## config.mk

```make
export PLATFORM = sky130hd
export DESIGN_NAME = fp_multiplier_half_single_flat
export DESIGN_NICKNAME = d
export VERILOG_FILES = /design/src/hw/rtl/fpmul_pkg.sv /design/src/hw/rtl/fpmul_stream_if.sv /design/src/hw/rtl/fpmul_cfg_if.sv /design/src/hw/rtl/fpmul_decode.sv /design/src/hw/rtl/fpmul_align.sv /design/src/hw/rtl/fpmul_round.sv /design/src/hw/rtl/fp_multiplier_half_single.sv /design/src/flat_wrapper.sv
export SDC_FILE = /design/constraint.sdc
export NUM_CORES = 2
export LEC_CHECK = 0
export BUFFER_PORTS_ARGS = -buffer_cell sky130_fd_sc_hd__buf_2
export CORE_MARGIN = 5
export CORE_UTILIZATION = 55
export DETAILED_ROUTE_END_ITERATION = 16
export HOLD_SLACK_MARGIN = 0.06
export PLACE_DENSITY_LB_ADDON = 0.08
export SLEW_MARGIN = 40
export SYNTH_ARGS = -nofsm -noshare
export SYNTH_HDL_FRONTEND = slang
export SYNTH_SLANG_ARGS = --single-unit
```

## constraint.sdc

```tcl
create_clock -name clk -period 11.4 [get_ports clk]
set_input_delay 0.57 -clock clk [delete_from_list [all_inputs] [get_ports clk]]
set_output_delay 0.57 -clock clk [all_outputs]
set_load 0.02 [all_outputs]
```

## src/hw/rtl/fpmul_pkg.sv

```systemverilog
// Package for the binary32/binary16 multiplier: constants, codes and stage types.
// Used by every module under hw/rtl; depends on nothing.
package fpmul_pkg;

    localparam int OperandWidth = 32;
    localparam int Frac32 = 23;
    localparam int Frac16 = 10;
    localparam int Bias32 = 127;
    localparam int Bias16 = 15;
    localparam int Emax32 = 255;
    localparam int Emax16 = 31;
    localparam int SigWidth = Frac32 + 1;
    localparam int ProdWidth = 2 * SigWidth;
    localparam int ExpWidth = 11;

    localparam logic [0:0] CfgPrecision = 1'b0;
    localparam logic [0:0] CfgRounding = 1'b1;

    typedef enum logic [1:0] {
        RND_ZERO = 2'd0,
        RND_NEAR = 2'd1,
        RND_POS  = 2'd2,
        RND_NEG  = 2'd3
    } round_t;

    typedef logic signed [ExpWidth-1:0] exp_t;

    // Decoded operands after the first stage.
    typedef struct packed {
        logic                half;
        round_t              rnd;
        logic                sign;
        logic                special;
        logic [31:0]         special_bits;
        logic [SigWidth-1:0] sig_a;
        logic [SigWidth-1:0] sig_b;
        exp_t                exp_sum;
    } dec_t;

    // Product and exponent after the multiply stage.
    typedef struct packed {
        logic                 half;
        round_t               rnd;
        logic                 sign;
        logic                 special;
        logic [31:0]          special_bits;
        logic [ProdWidth-1:0] prod;
        exp_t                 exp_sum;
    } mul_t;

    // Aligned value ahead of rounding.
    typedef struct packed {
        logic        half;
        round_t      rnd;
        logic        sign;
        logic        special;
        logic [31:0] special_bits;
        logic        ovf;
        logic [7:0]  base;
        logic [24:0] kept;
        logic        guard;
        logic        sticky;
    } aln_t;

    function automatic logic [31:0] ovf_bits(input logic half, input round_t rnd,
                                             input logic sign);
        logic [31:0] inf_v;
        logic [31:0] max_v;
        logic [31:0] sgn;
        logic        to_inf;
        inf_v = half ? 32'(Emax16 << Frac16) : 32'(Emax32 << Frac32);
        max_v = inf_v - 32'd1;
        sgn = !sign ? 32'd0 : (half ? 32'h0000_8000 : 32'h8000_0000);
        case (rnd)
            RND_ZERO: to_inf = 1'b0;
            RND_POS:  to_inf = !sign;
            RND_NEG:  to_inf = sign;
            default:  to_inf = 1'b1;
        endcase
        return sgn | (to_inf ? inf_v : max_v);
    endfunction

endpackage

```

## src/hw/rtl/fpmul_stream_if.sv

```systemverilog
// Valid/ready channel interface carrying one payload item.
// Depends on nothing; payload width is set per instance.
interface fpmul_stream_if #(parameter int Width = 32);
    logic             valid;
    logic             ready;
    logic [Width-1:0] data;

    modport source (output valid, output data, input ready);
    modport sink (input valid, input data, output ready);
endinterface

```

## src/hw/rtl/fpmul_cfg_if.sv

```systemverilog
// Configuration write channel interface: register index and write data.
// Depends on nothing.
interface fpmul_cfg_if;
    logic       valid;
    logic       ready;
    logic [0:0] index;
    logic [1:0] data;

    modport source (output valid, output index, output data, input ready);
    modport sink (input valid, input index, input data, output ready);
endinterface

```

## src/hw/rtl/fpmul_decode.sv

```systemverilog
// Operand decode: special cases, subnormal normalization and exponent sum.
// Depends on fpmul_pkg.
module fpmul_decode
    import fpmul_pkg::*;
(
    input  logic        half,
    input  round_t      rnd,
    input  logic [31:0] operand_a,
    input  logic [31:0] operand_b,
    output dec_t        dec
);

    // Returns the significand with the hidden bit at bit 23 and its exponent.
    function automatic logic [SigWidth+ExpWidth-1:0] norm(input logic hf,
                                                          input logic [31:0] x);
        logic [7:0]          e;
        logic [22:0]         f;
        logic [SigWidth-1:0] s;
        logic [4:0]          lz;
        exp_t                ex;
        if (hf) begin
            e = {3'd0, x[14:10]};
            f = {x[9:0], 13'd0};
        end else begin
            e = x[30:23];
            f = x[22:0];
        end
        lz = 5'd0;
        for (int i = 22; i >= 0; i--) begin
            if (f[i] && lz == 5'd0 && f[22:0] >> (i + 1) == 23'd0)
                lz = 5'(23 - i);
        end
        if (e != 8'd0) begin
            s = {1'b1, f};
            ex = exp_t'(e);
        end else begin
            s = {f, 1'b0} << (lz - 5'd1);
            ex = exp_t'(1) - exp_t'(lz);
        end
        return {s, ex};
    endfunction

    logic [31:0] a;
    logic [31:0] b;
    logic        sa, sb, sgn;
    logic [7:0]  ea, eb, emax;
    logic        fa_nz, fb_nz;
    logic        nan_a, nan_b, inf_a, inf_b, zero_a, zero_b;
    logic [31:0] sgn_bits, inf_bits, qnan;
    logic [SigWidth+ExpWidth-1:0] na, nb;

    always_comb
    begin
        a = half ? {16'd0, operand_a[15:0]} : operand_a;
        b = half ? {16'd0, operand_b[15:0]} : operand_b;
        sa = half ? a[15] : a[31];
        sb = half ? b[15] : b[31];
        sgn = sa ^ sb;
        ea = half ? {3'd0, a[14:10]} : a[30:23];
        eb = half ? {3'd0, b[14:10]} : b[30:23];
        emax = half ? 8'(Emax16) : 8'(Emax32);
        fa_nz = half ? (a[9:0] != 10'd0) : (a[22:0] != 23'd0);
        fb_nz = half ? (b[9:0] != 10'd0) : (b[22:0] != 23'd0);
        nan_a = ea == emax && fa_nz;
        nan_b = eb == emax && fb_nz;
        inf_a = ea == emax && !fa_nz;
        inf_b = eb == emax && !fb_nz;
        zero_a = ea == 8'd0 && !fa_nz;
        zero_b = eb == 8'd0 && !fb_nz;
        sgn_bits = !sgn ? 32'd0 : (half ? 32'h0000_8000 : 32'h8000_0000);
        inf_bits = half ? 32'(Emax16 << Frac16) : 32'(Emax32 << Frac32);
        qnan = half ? 32'h0000_7E00 : 32'h7FC0_0000;
        na = norm(half, a);
        nb = norm(half, b);

        dec.half = half;
        dec.rnd = rnd;
        dec.sign = sgn;
        dec.sig_a = na[SigWidth+ExpWidth-1:ExpWidth];
        dec.sig_b = nb[SigWidth+ExpWidth-1:ExpWidth];
        dec.exp_sum = exp_t'(na[ExpWidth-1:0]) + exp_t'(nb[ExpWidth-1:0])
                      - (half ? exp_t'(Bias16) : exp_t'(Bias32));
        dec.special = 1'b1;
        if (nan_a || nan_b || (inf_a && zero_b) || (inf_b && zero_a))
            dec.special_bits = qnan;
        else if (inf_a || inf_b)
            dec.special_bits = sgn_bits | inf_bits;
        else if (zero_a || zero_b)
            dec.special_bits = sgn_bits;
        else
        begin
            dec.special = 1'b0;
            dec.special_bits = 32'd0;
        end
    end

endmodule

```

## src/hw/rtl/fpmul_align.sv

```systemverilog
// Alignment: product normalization, exponent check and right shift for tiny results.
// Depends on fpmul_pkg.
module fpmul_align
    import fpmul_pkg::*;
(
    input  mul_t mul,
    output aln_t aln
);

    logic                 top;
    exp_t                 e;
    logic [5:0]           sh;
    logic [ProdWidth-1:0] p;
    logic [ProdWidth:0]   shifted;
    logic [ProdWidth-1:0] lost;
    exp_t                 emax;

    always_comb
    begin
        // Binary16 significands sit at bit 23 too, so the product carries 26 extra zeros.
        p = mul.prod;
        top = p[ProdWidth-1];
        e = mul.exp_sum + (top ? exp_t'(1) : exp_t'(0));
        emax = mul.half ? exp_t'(Emax16) : exp_t'(Emax32);
        sh = top ? 6'd24 : 6'd23;
        if (e < exp_t'(1))
        begin
            if (exp_t'(1) - e > exp_t'(26))
                sh = 6'd50;
            else
                sh = sh + 6'(exp_t'(1) - e);
        end
        if (mul.half)
            sh = sh + 6'd13;
        shifted = {1'b0, p} >> sh;
        lost = p & ((48'd1 << sh) - 48'd1);
        aln.half = mul.half;
        aln.rnd = mul.rnd;
        aln.sign = mul.sign;
        aln.special = mul.special;
        aln.special_bits = mul.special_bits;
        aln.ovf = e >= emax;
        aln.base = (e >= exp_t'(1)) ? 8'(e - exp_t'(1)) : 8'd0;
        aln.kept = shifted[24:0];
        // A round bit above the top of the product is zero.
        aln.guard = (sh == 6'd0 || sh > 6'd48) ? 1'b0 : p[sh - 6'd1];
        aln.sticky = (lost & ~(48'd1 << (sh - 6'd1))) != 48'd0;
    end

endmodule

```

## src/hw/rtl/fpmul_round.sv

```systemverilog
// Rounding and final encoding, including overflow by rounding mode.
// Depends on fpmul_pkg.
module fpmul_round
    import fpmul_pkg::*;
(
    input  aln_t        aln,
    output logic [31:0] product_bits
);

    logic        up;
    logic        inexact;
    logic [31:0] bits;
    logic [31:0] inf_v;
    logic [31:0] sgn;

    always_comb
    begin
        inexact = aln.guard || aln.sticky;
        case (aln.rnd)
            RND_NEAR: up = aln.guard && (aln.sticky || aln.kept[0]);
            RND_POS:  up = inexact && !aln.sign;
            RND_NEG:  up = inexact && aln.sign;
            default:  up = 1'b0;
        endcase
        inf_v = aln.half ? 32'(Emax16 << Frac16) : 32'(Emax32 << Frac32);
        sgn = !aln.sign ? 32'd0 : (aln.half ? 32'h0000_8000 : 32'h8000_0000);
        bits = (aln.half ? ({24'd0, aln.base} << Frac16) : ({24'd0, aln.base} << Frac32))
               + {7'd0, aln.kept} + {31'd0, up};
        if (aln.special)
            product_bits = aln.special_bits;
        else if (aln.ovf || bits >= inf_v)
            product_bits = ovf_bits(aln.half, aln.rnd, aln.sign);
        else
            product_bits = sgn | bits;
    end

endmodule

```

## src/hw/rtl/fp_multiplier_half_single.sv

```systemverilog
// Top level of the binary32/binary16 floating-point multiplier pipeline.
// Depends on fpmul_pkg, the channel interfaces, and the decode, align and round modules.
//
// Usage: operand pairs arrive on the in_ch channel (operand_a in bits 31:0 of the
// payload, operand_b in bits 63:32) and each item yields exactly one product on
// out_ch. The cfg channel writes precision_mode (index 0) and rounding_mode
// (index 1); it is always ready and should only be written while the pipe is empty.
// In binary16 mode only the low 16 bits of each operand are used, and the upper
// half of the product is zero.
//
// The pipe has four register stages: decode, 24x24 multiply, alignment and
// rounding, and each item passes them in that order before its product is valid
// on out_ch. One item can enter every cycle while out_ch is not stalled. Each
// stage advances when the stage after it is empty or moving, so a stalled
// receiver holds the results in place and backpressure reaches in_ch.ready
// without losing or repeating any item.
// Reset clears all valid bits and sets binary32 with nearest-even rounding.
module fp_multiplier_half_single
    import fpmul_pkg::*;
(
    input  logic                 clk,
    input  logic                 rst_n,
    fpmul_cfg_if.sink            cfg,
    fpmul_stream_if.sink         in_ch,
    fpmul_stream_if.source       out_ch
);

    logic        half_reg;
    round_t      rnd_reg;
    logic [3:0]  valid_reg;
    logic [3:0]  adv;
    dec_t        dec_next, dec_reg;
    mul_t        mul_reg;
    aln_t        aln_next, aln_reg;
    logic [31:0] prod_next, prod_reg;

    assign cfg.ready = 1'b1;

    // Stage i loads when it is empty or its content moves on.
    assign adv[3] = !valid_reg[3] || out_ch.ready;
    assign adv[2] = !valid_reg[2] || adv[3];
    assign adv[1] = !valid_reg[1] || adv[2];
    assign adv[0] = !valid_reg[0] || adv[1];
    assign in_ch.ready = adv[0];

    fpmul_decode u_decode (
        .half      (half_reg),
        .rnd       (rnd_reg),
        .operand_a (in_ch.data[31:0]),
        .operand_b (in_ch.data[63:32]),
        .dec       (dec_next)
    );

    fpmul_align u_align (
        .mul (mul_reg),
        .aln (aln_next)
    );

    fpmul_round u_round (
        .aln          (aln_reg),
        .product_bits (prod_next)
    );

    always_ff @(posedge clk or negedge rst_n)
    begin
        if (!rst_n)
        begin
            half_reg <= 1'b0;
            rnd_reg <= RND_NEAR;
            valid_reg <= 4'd0;
        end
        else
        begin
            if (cfg.valid)
            begin
                if (cfg.index == CfgPrecision)
                    half_reg <= cfg.data[0];
                else
                    rnd_reg <= round_t'(cfg.data);
            end
            if (adv[0]) valid_reg[0] <= in_ch.valid;
            if (adv[1]) valid_reg[1] <= valid_reg[0];
            if (adv[2]) valid_reg[2] <= valid_reg[1];
            if (adv[3]) valid_reg[3] <= valid_reg[2];
        end
    end

    always_ff @(posedge clk)
    begin
        if (adv[0])
            dec_reg <= dec_next;
        if (adv[1])
        begin
            mul_reg.half <= dec_reg.half;
            mul_reg.rnd <= dec_reg.rnd;
            mul_reg.sign <= dec_reg.sign;
            mul_reg.special <= dec_reg.special;
            mul_reg.special_bits <= dec_reg.special_bits;
            mul_reg.exp_sum <= dec_reg.exp_sum;
            mul_reg.prod <= dec_reg.sig_a * dec_reg.sig_b;
        end
        if (adv[2])
            aln_reg <= aln_next;
        if (adv[3])
            prod_reg <= prod_next;
    end

    assign out_ch.valid = valid_reg[3];
    assign out_ch.data = prod_reg;

endmodule

```

## src/flat_wrapper.sv

```systemverilog
// flat-port wrapper written by rule: the top's interface ports become plain ports
module fp_multiplier_half_single_flat import fpmul_pkg::*;
  (clk, rst_n, cfg_valid, cfg_index, cfg_data, cfg_ready, in_ch_valid, in_ch_data, in_ch_ready, out_ch_valid, out_ch_data, out_ch_ready);
  fpmul_cfg_if cfg_i ();
  fpmul_stream_if #(.Width(64)) in_ch_i ();
  fpmul_stream_if #(.Width(32)) out_ch_i ();
  input  logic clk;
  input  logic rst_n;
  input wire logic [$bits(cfg_i.valid)-1:0] cfg_valid;
  input wire logic [$bits(cfg_i.index)-1:0] cfg_index;
  input wire logic [$bits(cfg_i.data)-1:0] cfg_data;
  output wire logic [$bits(cfg_i.ready)-1:0] cfg_ready;
  input wire logic [$bits(in_ch_i.valid)-1:0] in_ch_valid;
  input wire logic [$bits(in_ch_i.data)-1:0] in_ch_data;
  output wire logic [$bits(in_ch_i.ready)-1:0] in_ch_ready;
  output wire logic [$bits(out_ch_i.valid)-1:0] out_ch_valid;
  output wire logic [$bits(out_ch_i.data)-1:0] out_ch_data;
  input wire logic [$bits(out_ch_i.ready)-1:0] out_ch_ready;
  assign cfg_i.valid = cfg_valid;
  assign cfg_i.index = cfg_index;
  assign cfg_i.data = cfg_data;
  assign cfg_ready = cfg_i.ready;
  assign in_ch_i.valid = in_ch_valid;
  assign in_ch_i.data = in_ch_data;
  assign in_ch_ready = in_ch_i.ready;
  assign out_ch_valid = out_ch_i.valid;
  assign out_ch_data = out_ch_i.data;
  assign out_ch_i.ready = out_ch_ready;
  fp_multiplier_half_single u_core (.clk(clk), .rst_n(rst_n), .cfg(cfg_i), .in_ch(in_ch_i), .out_ch(out_ch_i));
endmodule
```

# [Word-level counts from Yosys, hierarchy flattened]
# Cells that the tools add are included.
[classes] eq_ne=5 muxes=89 n_shift=5 n_mul=1 n_bitwise=8 n_reduce_logical=221 addsub=16 n_lt_le_gt_ge=7
[ops] operator="$logic_not 23->1" n=44
[ops] operator="$mux 32" n=12
[ops] operator="$logic_not 5->1" n=44
[ops] operator="$mux 31" n=4
[ops] operator="$logic_and 1x1->1" n=99
[ops] operator="$and 48x48->48" n=2
[ops] operator="$shl 1x6->48 const A" n=2
[ops] operator="$mux 23" n=4
[ops] operator="$mux 5" n=16
[ops] operator="$mux 4" n=17
[ops] operator="$or 32x32->32" n=2
[ops] operator="$mul 24x24->48" n=1
[ops] operator="$not 48->48" n=1
[ops] operator="$reduce_bool 48->1" n=1
[ops] operator="$shl 24x5->24" n=2
[ops] operator="$shr 48x6->25" n=1
[ops] operator="$sub 48x1->48 const B" n=1
[ops] operator="$reduce_bool 23->1" n=2
[ops] operator="$add 31x25->32" n=1
[ops] operator="$add 32x1->32" n=1
[ops] operator="$ge 32x32->1" n=1
[ops] operator="$mux 8" n=4
[ops] operator="$or 32x31->32" n=1
[ops] operator="$sub 31x1->32 const B" n=1
[ops] operator="38 further kinds" n=88
[word_totals] register_bits=304 output_inout_bits=35 in_bits=72

# [Depth between registers and ports, before layout]
[logic_depth] word_depth=95 ltp_mapped=38

# [By module]
# Synthesis repeated with hierarchy kept, for this count alone.
[unflattened] cells_unflattened=4765 area_unflattened_um2=43990.9
[by_module_without_submodules] module="fp_multiplier_half_single" n_inst=1 cells_each=2512 area_each_um2=28314.7 seq_area_each_um2=9095.0
[by_module_without_submodules] module="fpmul_align" n_inst=1 cells_each=1102 area_each_um2=7387.1 seq_area_each_um2=0.0
[by_module_without_submodules] module="fpmul_decode" n_inst=1 cells_each=815 area_each_um2=5769.3 seq_area_each_um2=0.0
[by_module_without_submodules] module="fpmul_round" n_inst=1 cells_each=336 area_each_um2=2519.9 seq_area_each_um2=0.0

# [Least setup slack after synthesis]
# Ideal clock, no wire load.
[synth_path] path_kind="flip-flop to flip-flop" start="register u_core.mul_reg[58] in the netlist's numbering" end="register u_core.aln_reg[0] in the netlist's numbering, data pin" path_stages_with_launch=37 setup_slack_ns=3.013 setup_ns=0.272 arrival_time_ns=8.115 path_buffers=9 path_cell_list="edfxtp_1 > ha_1 > ha_1 > buf_4 > clkbuf_1 > xor2_1 > inv_1 > ha_1 > clkbuf_1 > nand2_1 > mux2_2 > nor3_1 > o21ai_0 > a221oi_4 > a21oi_2 > o21ai_0 > o21ai_0 > ha_1 > nor2_1 > nand2_1 > o22a_2 > inv_2 > buf_2 > buf_1 > buf_1 > buf_1 > ha_1 > clkbuf_1 > o2111ai_1 > ha_1 > clkbuf_1 > mux2_2 > a22o_1 > a2111o_1 > nor4_1 > nand4_1 > or4_1"
[synth_rtl] item="start, declared" line_no="fp_multiplier_half_single.sv:33" text="mul_t mul_reg;"
[synth_rtl] item="end signal, assigned" line_no="fp_multiplier_half_single.sv:103" text="aln_reg <= aln_next;"
[synth_rtl] item="end, declared" line_no="fp_multiplier_half_single.sv:34" text="aln_t aln_next, aln_reg;"

==> flow_summary.json <==
{
  "layout_common_cells": "nand2_1, inv_1, fa_1",
  "drcViolationCount": 0,
  "timing.fmax_mhz": 103.1,
  "period_share_pct": 85.06,
  "overflow": 0,
  "drt-pass1-iter-count": 6,
  "clkLatencyLatePin_ns": 0.59,
  "grt_use_total_pct": 31.95,
  "drtIter0Drc": 3169,
  "max_stage_delay_ns": 0.66,
  "fin_ws_ns": 1.703,
  "crit_type": "flip-flop to flip-flop",
  "ant_nets": 0,
  "num_io_pins": 107,
  "dp_hpwl_um": 89710,
  "r2r_cells": 30,
  "vias_per_cell": 6.133,
  "drt-wirelength-per-cell_um": 23.17,
  "h-tree-depth": 1,
  "pre_cts_slack_ns": 1.968,
  "cp-end-kind": "flip-flop",
  "cts_sinks": 226,
  "tns_ns": 0,
  "ys_ff_latch": 226,
  "io_buffers": 105,
  "drt_wl_total_um": 120500,
  "fp.dieW_um": 273.9,
  "antenna_found_initial": 1,
  "area_growth_pct": 6.682,
  "worstHoldPathType": "input port to flip-flop",
  "setup_viol": 0,
  "grt_start_max_net_pins": 66,
  "die_area_um2": 75000,
  "status": "finished clean",
  "hold_path_depth": 2,
  "drive_gt1_share_pct": 8.708,
  "min-delay-start": "in_ch_valid",
  "holdPathEnd": "u_core.valid_reg[0]",
  "cts_root_buf": "clkbuf_16",
  "cts_setup_buffers": 0,
  "crit_fanout": 25,
  "initial_utilization_pct": 55.64,
  "hold_viol_final": 0,
  "yosys_warnings": 0,
  "cpMostUsedCell": "ha_1",
  "period_minus_slack_ns": 9.697,
  "final_nets": 5052,
  "synthFlopType": "edfxtp_1",
  "crit_arrival_ns": 10.02,
  "worst_pin_slew_ns": 0.9028,
  "syn_area_um2": 38290,
  "core_area_um2": 68830,
  "grt_pass1_wl_um": 187400,
  "async_reset_ff_share_pct": 3.097,
  "die_h_um": 273.9,
  "slew_headroom_pct": 39.55,
  "synthCells": 4265,
  "yosysUniqueCellTypes": 117,
  "gp_congestion": 1.038,
  "cp_slowest_cell": "ha_1",
  "required_ns": 11.72,
  "cts_made_buffers": 28,
  "reg2reg_slack_ns": 1.70,
  "diodes": 0,
  "layout_commonest_cell": "nand2_1",
  "rr_endpoint": "u_core.aln_reg[0]",
  "synth_edf_count": 219,
  "grt_pass1_vias": 32113,
  "row_count": 96,
  "vias": 31911,
  "yosysSeqAreaShare_pct": 17.63,
  "cp-start-kind": "flip-flop",
  "syn-num-nets": 5066,
  "cts.path.max_buffers": 3,
  "cts_tree": "yes",
  "setup.worst_path.start": "u_core.mul_reg[58]",
  "cap_violations": 0,
  "drv_slew": 0,
  "regToRegStartpoint": "u_core.mul_reg[58]",
  "path_clk_slew_ns": 0.06,
  "rsz0062_at_grt": "false",
  "skew_ns": 0.04138,
  "syn_avg_cell_area_um2": 8.978
}
## layout make-up
class	count	area, µm²
well taps	931	1165
repair buffers	199	1295
inverters	545	2046
multi-input cells	3251	28600
clock inverters	20	277.8
clock buffers	31	711.9
fillers	6153	27970
flip-flops and latches	226	6756
## Yosys cell counts, types with 55 or more instances
cell | number | area share, %
a21oi_1 | 190 | 2.5
and2_1 | 217 | 3.5
clkbuf_1 | 187 | 1.8
edfxtp_1 | 219 | 17
fa_1 | 486 | 25
ha_1 | 243 | 7.9
inv_1 | 539 | 5.3
mux2i_1 | 209 | 5.5
nand2_1 | 642 | 6.3
nand3_1 | 55 | 0.72
nor2_1 | 193 | 1.9
nor3_1 | 72 | 0.94
o21ai_0 | 125 | 1.6
xnor2_1 | 81 | 1.9
## cell families after synthesis
group	after synthesis	share of synthesized area (%)
mux	256	7.522
other cells	1	0.009793
compound gates	729	13.00
xor+xnor	127	2.993
fa+ha+maj	729	33.35
flops	226	17.63
buf+inv	788	7.933
simple gates	1409	17.56
## per-layer routing
layer | up-vias | share of wire [%] | global-route usage (%) | wire (µm)
met1 | 15658 | 41 | 43.72 | 49660
met2 | 1529 | 46 | 52.00 | 55280
met5 | - | 0 | 0 | 0
met4 | 0 | 4.7 | 11.64 | 5669
met3 | 322 | 8.2 | 4.900 | 9941
li1 | 14402 | - | - | -
## critical path, delay by kind of cell (launching register included)
| family | cells | cell delay (ns) |
|---|---|---|
| adder cells (fa/ha/maj) | 5 | 2.42 |
| AO/OA/AOI/OAI | 9 | 2.35 |
| XOR/XNOR | 1 | 0.27 |
| multiplexers | 2 | 0.39 |
| buffers and inverters | 5 | 1.22 |
| flip-flops | 1 | 0.32 |
| AND/OR/NAND/NOR | 8 | 2.41 |
## per-stage QoR
stage                     cells  hold slack (ns)  instance area, µm²  utilization (%)
after floorplan            4265           0.2744               38290                -
after global placement     5139           0.4005               39680            57.65
after detailed placement   5149           0.4045               39820            57.86
after CTS                  5201           0.1353               40820            59.31
after global routing       5203           0.1724               40850            59.36
final                      5203           0.1787               40850            59.36
## timing repair
item	in CTS	in global routing
endpoints found under the hold margin	7	0
endpoints found under the setup margin	0	0
hold buffers	1	0
resized for setup	0	0
## how the worst max path moves through the flow
stage	end	slack, ns	cells after the start
3_5_place_dp	u_core.aln_reg[0]	1.97	31
2_1_floorplan	u_core.aln_reg[0]	3.01	36
5_1_grt	u_core.aln_reg[0]	1.01	31
6_report	u_core.aln_reg[0]	1.70	30
4_1_cts	u_core.aln_reg[0]	1.93	31
3_3_place_gp	u_core.aln_reg[0]	2.08	31
Power is not shown: default switching activity piles up to over one toggle a cycle in this logic, so the estimate is an artifact.
